$ cat config.mk
export PLATFORM = sky130hd
export DESIGN_NAME = sorted_squares_merge_flat
export DESIGN_NICKNAME = d
export VERILOG_FILES = /design/src/sv/ssm_pkg.sv /design/src/sv/ssm_if.sv /design/src/sv/sorted_squares_merge.sv /design/src/flat_wrapper.sv
export SDC_FILE = /design/constraint.sdc
export NUM_CORES = 2
export LEC_CHECK = 0
export ABC_AREA = 1
export ABC_CLOCK_PERIOD_IN_PS = 8000
export BUFFER_PORTS_ARGS = -buffer_cell sky130_fd_sc_hd__buf_2
export CORE_MARGIN = 4
export CORE_UTILIZATION = 30
export CTS_BUF_LIST = sky130_fd_sc_hd__clkbuf_16
export DETAILED_ROUTE_END_ITERATION = 7
export MAX_ROUTING_LAYER = met4
export PLACE_DENSITY = 0.44
export SYNTH_ARGS = -nofsm -noshare
export SYNTH_HDL_FRONTEND = slang
export SYNTH_SLANG_ARGS = --single-unit
$ cat constraint.sdc
create_clock -name i_clk -period 8 [get_ports i_clk]
set_input_delay 0.8 -clock i_clk [delete_from_list [all_inputs] [get_ports i_clk]]
set_output_delay 0.8 -clock i_clk [all_outputs]
set_load 0.005 [all_outputs]
$ cat src/sv/ssm_pkg.sv
// Shared types and constants for the sorted squares merge block.
package ssm_pkg;

    localparam int SAMPLE_W      = 16;
    localparam int SQUARE_W      = 31;
    localparam int MAX_ITEMS_DEF = 64;

    typedef logic signed [SAMPLE_W-1:0] t_sample;
    typedef logic        [SQUARE_W-1:0] t_square;

    typedef enum logic [2:0] {
        S_LOAD,
        S_RD_LO,
        S_SQ_LO,
        S_SQ_HI,
        S_CMP,
        S_SQ_STEP,
        S_OUT_RD,
        S_OUT
    } t_state;

endpackage

$ cat src/sv/ssm_if.sv
// Valid/ready channel interfaces for the sorted squares merge block.
interface ssm_in_if;
    logic             valid;
    logic             ready;
    ssm_pkg::t_sample sample;
    logic             final_item;

    modport source (output valid, output sample, output final_item, input ready);
    modport sink   (input valid, input sample, input final_item, output ready);
endinterface

interface ssm_out_if;
    logic             valid;
    logic             ready;
    ssm_pkg::t_square square;
    logic             final_result;
    logic             overflow;

    modport source (output valid, output square, output final_result, output overflow,
                    input ready);
    modport sink   (input valid, input square, input final_result, input overflow,
                    output ready);
endinterface

$ cat src/sv/sorted_squares_merge.sv
// Top level: collects a sorted set, merges squares from both ends, streams them out ascending.
// Load: one cycle per input item; the block is ready only while collecting a set.
// Merge: after the final item, S_RD_LO..S_SQ_HI fetch and square both ends; then S_CMP places
//   each square and S_SQ_STEP squares the next (one shared squarer, one value-memory read port).
// Output: S_OUT_RD primes the square-memory read, then one square per cycle while taken.
// Reset (sync, i_rst_n low): collect again, clear count and drop flag; stores keep contents.
module sorted_squares_merge #(
    parameter int MAX_ITEMS = ssm_pkg::MAX_ITEMS_DEF
) (
    input  logic      i_clk,
    input  logic      i_rst_n,
    ssm_in_if.sink    i_in_ch,
    ssm_out_if.source o_out_ch
);

    localparam int AW = $clog2(MAX_ITEMS);
    localparam int CW = $clog2(MAX_ITEMS + 1);
    localparam int SW = ssm_pkg::SAMPLE_W;
    localparam int QW = ssm_pkg::SQUARE_W;

    // Value and square stores: one write and one registered read port each.
    ssm_pkg::t_sample r_val_mem [MAX_ITEMS];
    ssm_pkg::t_square r_sq_mem  [MAX_ITEMS];

    ssm_pkg::t_state  r_state, n_state;

    logic [CW-1:0]    r_count;     // values stored in the current set
    logic             r_drop;      // an item of this set was dropped
    logic [AW-1:0]    r_lo, r_hi;  // merge pointers into the value store
    logic [CW-1:0]    r_left;      // squares still to place
    logic [AW-1:0]    r_idx;       // output read pointer
    logic             r_side;      // 1: left pointer moved last step

    ssm_pkg::t_sample r_rd;        // value-store read data
    ssm_pkg::t_square r_sq_a;      // square at the left end
    ssm_pkg::t_square r_sq_b;      // square at the right end
    ssm_pkg::t_square r_sq_rd;     // square-store read data, drives the output

    logic             in_fire;
    logic             out_fire;
    logic             fits;
    logic [CW-1:0]    count_next;
    logic             take_left;
    ssm_pkg::t_square pick;
    logic [AW-1:0]    val_raddr;
    logic             sq_ren;
    logic [AW-1:0]    sq_raddr;
    logic             out_last;

    // Shared squaring unit: magnitude of a 16-bit signed value, squared.
    logic [SW-1:0]    mag;
    logic [2*SW-1:0]  prod;
    ssm_pkg::t_square sq_res;

    assign mag    = r_rd[SW-1] ? (~r_rd + SW'(1)) : r_rd;
    assign prod   = mag * mag;
    assign sq_res = prod[QW-1:0];

    assign in_fire    = i_in_ch.valid && i_in_ch.ready;
    assign out_fire   = o_out_ch.valid && o_out_ch.ready;
    assign fits       = (r_count < CW'(MAX_ITEMS));
    assign count_next = fits ? (r_count + CW'(1)) : r_count;

    // Larger end square wins; ties take the left end.
    assign take_left = (r_sq_a >= r_sq_b);
    assign pick      = take_left ? r_sq_a : r_sq_b;

    assign out_last  = ({{(CW-AW){1'b0}}, r_idx} == (r_count - CW'(1)));

    assign i_in_ch.ready         = (r_state == ssm_pkg::S_LOAD);
    assign o_out_ch.valid        = (r_state == ssm_pkg::S_OUT);
    assign o_out_ch.square       = r_sq_rd;
    assign o_out_ch.final_result = out_last;
    assign o_out_ch.overflow     = r_drop;

    // Sequencer: next state and read-port addressing.
    always_comb begin
        n_state   = r_state;
        val_raddr = r_lo;
        sq_ren    = 1'b0;
        sq_raddr  = r_idx;
        unique case (r_state)
            ssm_pkg::S_LOAD: begin
                if (in_fire && i_in_ch.final_item) begin
                    n_state = ssm_pkg::S_RD_LO;
                end
            end
            ssm_pkg::S_RD_LO: begin
                val_raddr = r_lo;
                n_state   = ssm_pkg::S_SQ_LO;
            end
            ssm_pkg::S_SQ_LO: begin
                val_raddr = r_hi;
                n_state   = ssm_pkg::S_SQ_HI;
            end
            ssm_pkg::S_SQ_HI: begin
                n_state = ssm_pkg::S_CMP;
            end
            ssm_pkg::S_CMP: begin
                // fetch the value that replaces the consumed end
                val_raddr = take_left ? (r_lo + AW'(1)) : (r_hi - AW'(1));
                if (r_left == CW'(1)) begin
                    n_state = ssm_pkg::S_OUT_RD;
                end else begin
                    n_state = ssm_pkg::S_SQ_STEP;
                end
            end
            ssm_pkg::S_SQ_STEP: begin
                n_state = ssm_pkg::S_CMP;
            end
            ssm_pkg::S_OUT_RD: begin
                sq_ren   = 1'b1;
                sq_raddr = r_idx;
                n_state  = ssm_pkg::S_OUT;
            end
            ssm_pkg::S_OUT: begin
                if (out_fire) begin
                    if (out_last) begin
                        n_state = ssm_pkg::S_LOAD;
                    end else begin
                        // prefetch the next square so one goes out per cycle while taken
                        sq_ren   = 1'b1;
                        sq_raddr = r_idx + AW'(1);
                    end
                end
            end
            default: begin
                n_state = ssm_pkg::S_LOAD;
            end
        endcase
    end

    always_ff @(posedge i_clk) begin
        if (!i_rst_n) begin
            r_state <= ssm_pkg::S_LOAD;
        end else begin
            r_state <= n_state;
        end
    end

    // Control counters and flags.
    always_ff @(posedge i_clk) begin
        if (!i_rst_n) begin
            r_count <= '0;
            r_drop  <= 1'b0;
            r_left  <= '0;
            r_lo    <= '0;
            r_hi    <= '0;
            r_idx   <= '0;
            r_side  <= 1'b0;
        end else begin
            unique case (r_state)
                ssm_pkg::S_LOAD: begin
                    if (in_fire) begin
                        r_count <= count_next;
                        if (!fits) begin
                            r_drop <= 1'b1;
                        end
                        // arm the merge over the whole stored set
                        r_lo   <= '0;
                        r_hi   <= AW'(count_next - CW'(1));
                        r_left <= count_next;
                        r_idx  <= '0;
                    end
                end
                ssm_pkg::S_CMP: begin
                    r_left <= r_left - CW'(1);
                    r_side <= take_left;
                    if (take_left) begin
                        r_lo <= r_lo + AW'(1);
                    end else begin
                        r_hi <= r_hi - AW'(1);
                    end
                end
                ssm_pkg::S_OUT: begin
                    if (out_fire) begin
                        if (out_last) begin
                            // set done: start a fresh one
                            r_count <= '0;
                            r_drop  <= 1'b0;
                        end else begin
                            r_idx <= r_idx + AW'(1);
                        end
                    end
                end
                default: begin
                end
            endcase
        end
    end

    // Squarer results into the end registers.
    always_ff @(posedge i_clk) begin
        unique case (r_state)
            ssm_pkg::S_SQ_LO: r_sq_a <= sq_res;
            ssm_pkg::S_SQ_HI: r_sq_b <= sq_res;
            ssm_pkg::S_SQ_STEP: begin
                if (r_side) begin
                    r_sq_a <= sq_res;
                end else begin
                    r_sq_b <= sq_res;
                end
            end
            default: begin
            end
        endcase
    end

    // Value store: write on an accepted item that fits, read every cycle.
    always_ff @(posedge i_clk) begin
        if ((r_state == ssm_pkg::S_LOAD) && in_fire && fits) begin
            r_val_mem[r_count[AW-1:0]] <= i_in_ch.sample;
        end
        r_rd <= r_val_mem[val_raddr];
    end

    // Square store: fill from the top down during the merge, read ascending.
    always_ff @(posedge i_clk) begin
        if (r_state == ssm_pkg::S_CMP) begin
            r_sq_mem[AW'(r_left - CW'(1))] <= pick;
        end
        if (sq_ren) begin
            r_sq_rd <= r_sq_mem[sq_raddr];
        end
    end

endmodule
$ cat src/flat_wrapper.sv
// flat-port wrapper written by rule: the top's interface ports become plain ports
module sorted_squares_merge_flat 
#(
    parameter int MAX_ITEMS = ssm_pkg::MAX_ITEMS_DEF
)
  (i_clk, i_rst_n, i_in_ch_valid, i_in_ch_sample, i_in_ch_final_item, i_in_ch_ready, o_out_ch_valid, o_out_ch_square, o_out_ch_final_result, o_out_ch_overflow, o_out_ch_ready);
  ssm_in_if i_in_ch_i ();
  ssm_out_if o_out_ch_i ();
  input  logic i_clk;
  input  logic i_rst_n;
  input wire logic [$bits(i_in_ch_i.valid)-1:0] i_in_ch_valid;
  input wire logic [$bits(i_in_ch_i.sample)-1:0] i_in_ch_sample;
  input wire logic [$bits(i_in_ch_i.final_item)-1:0] i_in_ch_final_item;
  output wire logic [$bits(i_in_ch_i.ready)-1:0] i_in_ch_ready;
  output wire logic [$bits(o_out_ch_i.valid)-1:0] o_out_ch_valid;
  output wire logic [$bits(o_out_ch_i.square)-1:0] o_out_ch_square;
  output wire logic [$bits(o_out_ch_i.final_result)-1:0] o_out_ch_final_result;
  output wire logic [$bits(o_out_ch_i.overflow)-1:0] o_out_ch_overflow;
  input wire logic [$bits(o_out_ch_i.ready)-1:0] o_out_ch_ready;
  assign i_in_ch_i.valid = i_in_ch_valid;
  assign i_in_ch_i.sample = i_in_ch_sample;
  assign i_in_ch_i.final_item = i_in_ch_final_item;
  assign i_in_ch_ready = i_in_ch_i.ready;
  assign o_out_ch_valid = o_out_ch_i.valid;
  assign o_out_ch_square = o_out_ch_i.square;
  assign o_out_ch_final_result = o_out_ch_i.final_result;
  assign o_out_ch_overflow = o_out_ch_i.overflow;
  assign o_out_ch_i.ready = o_out_ch_ready;
  sorted_squares_merge #(.MAX_ITEMS(MAX_ITEMS)) u_core (.i_clk(i_clk), .i_rst_n(i_rst_n), .i_in_ch(i_in_ch_i), .o_out_ch(o_out_ch_i));
endmodule
==> impl_table.tex <==
\begin{tabular}{lr}
\hline
Metric & Value \\
\hline
\multicolumn{2}{l}{\textbf{Drt}} \\
\quad DRC viols & 0 \\
\quad Number of nets with antenna violations after detailed routing & 0 \\
\quad Final routed wire length divided by cell count & 22.09 um \\
\quad Iteration count of the initial detailed-routing pass & 6 \\
\quad Detailed-route wire length & 441,800 um \\
\quad DRC violation total after the first TritonRoute iteration & 7,702 \\
\quad Via-per-instance ratio & 4.687 \\
\quad DR vias & 93,760 \\
\multicolumn{2}{l}{\textbf{Synth}} \\
\quad Sequential-to-total area share from yosys stat & 0.6511 \\
\quad Count of mapped cells out of synthesis & 13,490 \\
\quad Number of warnings printed during yosys synthesis & 0 \\
\quad Number of distinct library cell variants in the gate-level netlist after synthesis & 49 \\
\quad Share of synthesized flip-flops with an asynchronous set or reset & 0 \\
\quad Adder-cell area share of the yosys netlist & 0.03507 \\
\quad Number of register bits inferred by synthesis & 3,087 \\
\quad Area fraction in and, or, nand and nor cells after synthesis & 0.2145 \\
\quad Xor-xnor portion of the synthesized cell area & 0.003951 \\
\quad Dominant combinational cell family by area after synthesis & simple AND/OR/NAND/NOR gates \\
\quad Multiplexer fraction of the synthesized cell area & 0 \\
\quad Area of the mapped netlist & 141,600 um\^{}2 \\
\quad Number of enable flip-flop cells after synthesis & 3,034 \\
\quad Flip-flop cell with the highest count after synthesis & sky130\_fd\_sc\_hd\_\_edfxtp\_1 \\
\quad Compound-Gate Fraction of Synth Area & 0.009414 \\
\quad Synthesized area per cell & 10.50 um\^{}2 \\
\multicolumn{2}{l}{\textbf{Timing}} \\
\quad Worst-case setup margin in the final layout & 0.6444 ns \\
\quad Setup repair after global routing missed its margin & no \\
\quad Setup Viol. Count Final & 0 \\
\quad Final Max Tran Viols & 0 \\
\quad Period utilisation layout & 0.9194 \\
\quad Worst relative slew slack & 0.2350 \\
\quad Transition time at the pin with the least slew margin & 1.146 ns \\
\quad Worst clock skew & 0.1459 ns \\
\quad Max frequency & 136.0 MHz \\
\quad Final Hold Viols & 0 \\
\quad Post-layout min period & 7.356 ns \\
\quad Total Negative Setup Slacks & 0 ns \\
\multicolumn{2}{l}{\textbf{Clock tree}} \\
\quad Cts bufs inserted & 365 \\
\quad TritonCTS clock tree & yes \\
\quad Clock sinks & 3,087 \\
\quad Clock Tree Root & sky130\_fd\_sc\_hd\_\_clkbuf\_16 \\
\quad Clock Tree Buf Depth & 4 \\
\quad Clock latency reported for the late side of the worst-skew pair & 1.00 ns \\
\quad Depth of the CTS H-tree & 5 \\
\quad Buffer count from post-CTS setup fixing & 0 \\
\quad Clock-pin slew reported for the worst setup and hold paths after clock tree synthesis & 0.06 ns \\
\quad Hold-fix buffer count after cts & 0 \\
\multicolumn{2}{l}{\textbf{Die}} \\
\quad Top-level I/O count & 56 \\
\quad Die W & 694.9 um \\
\quad Area enclosed by the die boundary & 482,900 um\^{}2 \\
\quad DIE HEIGHT & 694.9 um \\
\quad Starting utilization of the core area & 0.3009 \\
\quad Core ar. & 470,400 um\^{}2 \\
\quad Site Rows & 252 \\
\multicolumn{2}{l}{\textbf{Worst setup path}} \\
\quad Data required time of the worst path & 8.62 ns \\
\quad Slowest CP cell & sky130\_fd\_sc\_hd\_\_fa\_1 \\
\quad Reg2reg end & u\_core.r\_sq\_b[26] \\
\quad Worst reg2reg path startpoint & u\_core.r\_rd[0] \\
\quad Reg2reg setup slack & 0.64 ns \\
\quad Worst setup EP type & flip-flop \\
\quad Number of cells traversed by the worst register-to-register path & 30 \\
\quad Category of the worst setup path launch point & flip-flop \\
\quad Data arrival time of the critical path & 7.97 ns \\
\quad Stage delay of the slowest cell on the critical path & 0.54 ns \\
\quad Highest fanout seen on the critical path & 5 \\
\quad Worst Path Class, Setup & flip-flop to flip-flop \\
\multicolumn{2}{l}{\textbf{Global route}} \\
\quad Via count of the first global-routing pass & 90,770 \\
\quad Initial antenna violation count & 18 \\
\quad Wire length of the first global-routing pass & 645,800 um \\
\quad Largest net degree at the start of global routing & 159 \\
\quad Grt total ovfl & 0 \\
\quad Global routing usage summed across all routing layers & 0.1839 \\
\multicolumn{2}{l}{\textbf{Worst hold path}} \\
\quad Hold path startpoint & i\_in\_ch\_sample[2] \\
\quad Hold endpoint & u\_core.r\_val\_mem[32][2] \\
\quad Instance count along the most critical hold path & 1 \\
\quad Min-Delay Path Class & primary input to flip-flop \\
\multicolumn{2}{l}{\textbf{Place}} \\
\quad Placed cell areas & 149,900 um\^{}2 \\
\quad Place WS & 0.5426 ns \\
\quad Port Buffers & 54 \\
\quad Final estimated routing congestion in global placement & 0.7803 \\
\quad Post-detail-place hpwl & 234,800 um \\
\multicolumn{2}{l}{\textbf{Finish}} \\
\quad Fillers & 47,250 \\
\quad Final core utilization & 0.3424 \\
\quad Synth-to-layout area growth & 13.79\% \\
\quad Fraction of final layout cells sized beyond drive strength 1 & 0.06937 \\
\quad Multi-input gate area in the final layout & 38,270 um\^{}2 \\
\quad Final design instance area without fill & 161,100 um\^{}2 \\
\quad Area taken by flip-flops and latches & 92,170 um\^{}2 \\
\quad Fin nets & 13,810 \\
\multicolumn{2}{l}{\textbf{Outcome}} \\
\quad Status & finished clean \\
\multicolumn{2}{l}{\textbf{Run}} \\
\quad Max-cap violations & 0 \\
\hline
\end{tabular}
worst max-delay path, delay by kind of cell, from the launching register on:
kind,cells,cell delay (ns)
DFF,1,0.31
and+or+nand+nor,7,0.84
buffers and inverters,8,0.72
xor gates and xnor gates,1,0.12
adders and majority gates,7,3.35
AOI/OAI and AO/OA,7,1.74
cell type report:
| type | instances | area share |
|---|---|---|
| diodes | 14 | 0.0002175 |
| clock buffers | 370 | 0.05748 |
| clock inverters | 274 | 0.01191 |
| inverters | 2300 | 0.05375 |
| multi-input cells | 7382 | 0.2376 |
| flip-flops and latches | 3087 | 0.5722 |
| well taps | 6223 | 0.04834 |
| repair buffers | 353 | 0.01849 |
metrics by stage:
step,instances,hold WS [ns]
2_1_floorplan,13500,0.4543
3_3_place_gp,19350,0.4575
3_5_place_dp,19350,0.4618
4_1_cts,19990,0.04577
5_1_grt,19990,0.1018
6_report,20000,0.1453
cells in the mapped netlist, drive strengths merged, types with 3 or more instances:
library cell	instances	area, um^2
nand3	2725	13640
nand2	3358	12620
o211ai	36	270.3
o21bai	4	30.03
xnor2	26	227.7
ha	136	1702
buf	501	2673
nand4	9	56.30
nand3b	375	2815
nor2	292	1116
edfxtp	3034	91110
clkbuf	226	848.3
clkinv	6	22.52
o21a	9	67.56
nor3	14	70.07
fa	163	3263
o21ai	71	362.8
dfxtp	53	1061
a21oi	80	400.4
a31oi	7	43.79
a21boi	3	22.52
a211oi	7	52.55
xor2	37	331.6
or2	4	25.03
inv	2294	8611
sequential cells by signal, summed over array words and instances, names as in the netlist:
| signal | flops |
|---|---|
| u_core.r_rd | 16 |
| u_core.r_sq_mem | 1920 |
| u_core.r_idx | 6 |
| u_core.o_out_ch.overflow | 1 |
| u_core.r_sq_a | 30 |
| u_core.r_lo | 6 |
| u_core.o_out_ch.square | 30 |
| u_core.r_side | 1 |
| u_core.r_val_mem | 1024 |
| u_core.r_count | 7 |
| u_core.r_left | 7 |
| u_core.r_hi | 6 |
| u_core.r_sq_b | 30 |
| u_core.r_state | 3 |
cell families (layout without fill, tap and decap cells):
kind of cell	count (synthesis)	in the layout
fa+ha+maj	299	299
flops	3087	3087
other cells	2	27
simple gates	6780	6780
buf+inv	3027	3297
compound gates	227	227
xor+xnor	63	63
routing by layer:
| metal | GRT usage | vias up | wire (um) |
|---|---|---|---|
| met3 | 0.02201 | 497 | 19350 |
| li1 | - | 44590 | - |
| met1 | 0.2473 | 46710 | 202300 |
| met2 | 0.2989 | 1965 | 210500 |
| met4 | 0.03980 | 0 | 9764 |
| met5 | - | - | 0 |
placed cells by master, fill, tap and decap left out, types with 13 or more instances in the layout:
cell type and instances:
sky130_fd_sc_hd__clkinv_2 47, sky130_fd_sc_hd__xnor2_1 26, sky130_fd_sc_hd__clkbuf_16 370, sky130_fd_sc_hd__buf_12 37
sky130_fd_sc_hd__nand3b_1 375, sky130_fd_sc_hd__xor2_1 36, sky130_fd_sc_hd__a21oi_1 79, sky130_fd_sc_hd__nor3_1 14
sky130_fd_sc_hd__inv_1 2370, sky130_fd_sc_hd__o21ai_0 32, sky130_fd_sc_hd__ha_1 136, sky130_fd_sc_hd__nand2_1 3351
sky130_fd_sc_hd__buf_2 54, sky130_fd_sc_hd__o211ai_1 36, sky130_fd_sc_hd__buf_4 262, sky130_fd_sc_hd__fa_1 163
sky130_fd_sc_hd__o21ai_4 35, sky130_fd_sc_hd__conb_1 13, sky130_fd_sc_hd__clkinv_1 102, sky130_fd_sc_hd__dfxtp_1 53
sky130_fd_sc_hd__diode_2 14, sky130_fd_sc_hd__nor2_4 67, sky130_fd_sc_hd__nand3_1 2722, sky130_fd_sc_hd__bufinv_16 19
sky130_fd_sc_hd__nor2_1 216, sky130_fd_sc_hd__edfxtp_1 3034
worst max path at each step:
stage,from,to,depth (start not counted)
finish,u_core.r_rd[0],u_core.r_sq_b[26],30
global route,u_core.r_rd[1],u_core.r_sq_a[25],29
CTS,u_core.r_rd[1],u_core.r_sq_a[29],31
detailed placement,u_core.r_rd[1],u_core.r_sq_b[25],31
global placement,u_core.r_rd[1],u_core.r_sq_a[25],31
floorplan,u_core.r_rd[0],u_core.r_sq_a[26],29
repair_timing:
| item | 4_1_cts | 5_1_grt |
|---|---|---|
| hold endpoints to repair | 0 | 0 |
| gates resized for setup | 0 | 2 |
| endpoints found under the setup margin | 0 | 4 |
Power is not shown: default switching activity piles up to over one toggle a cycle in this logic, so the estimate is an artifact.
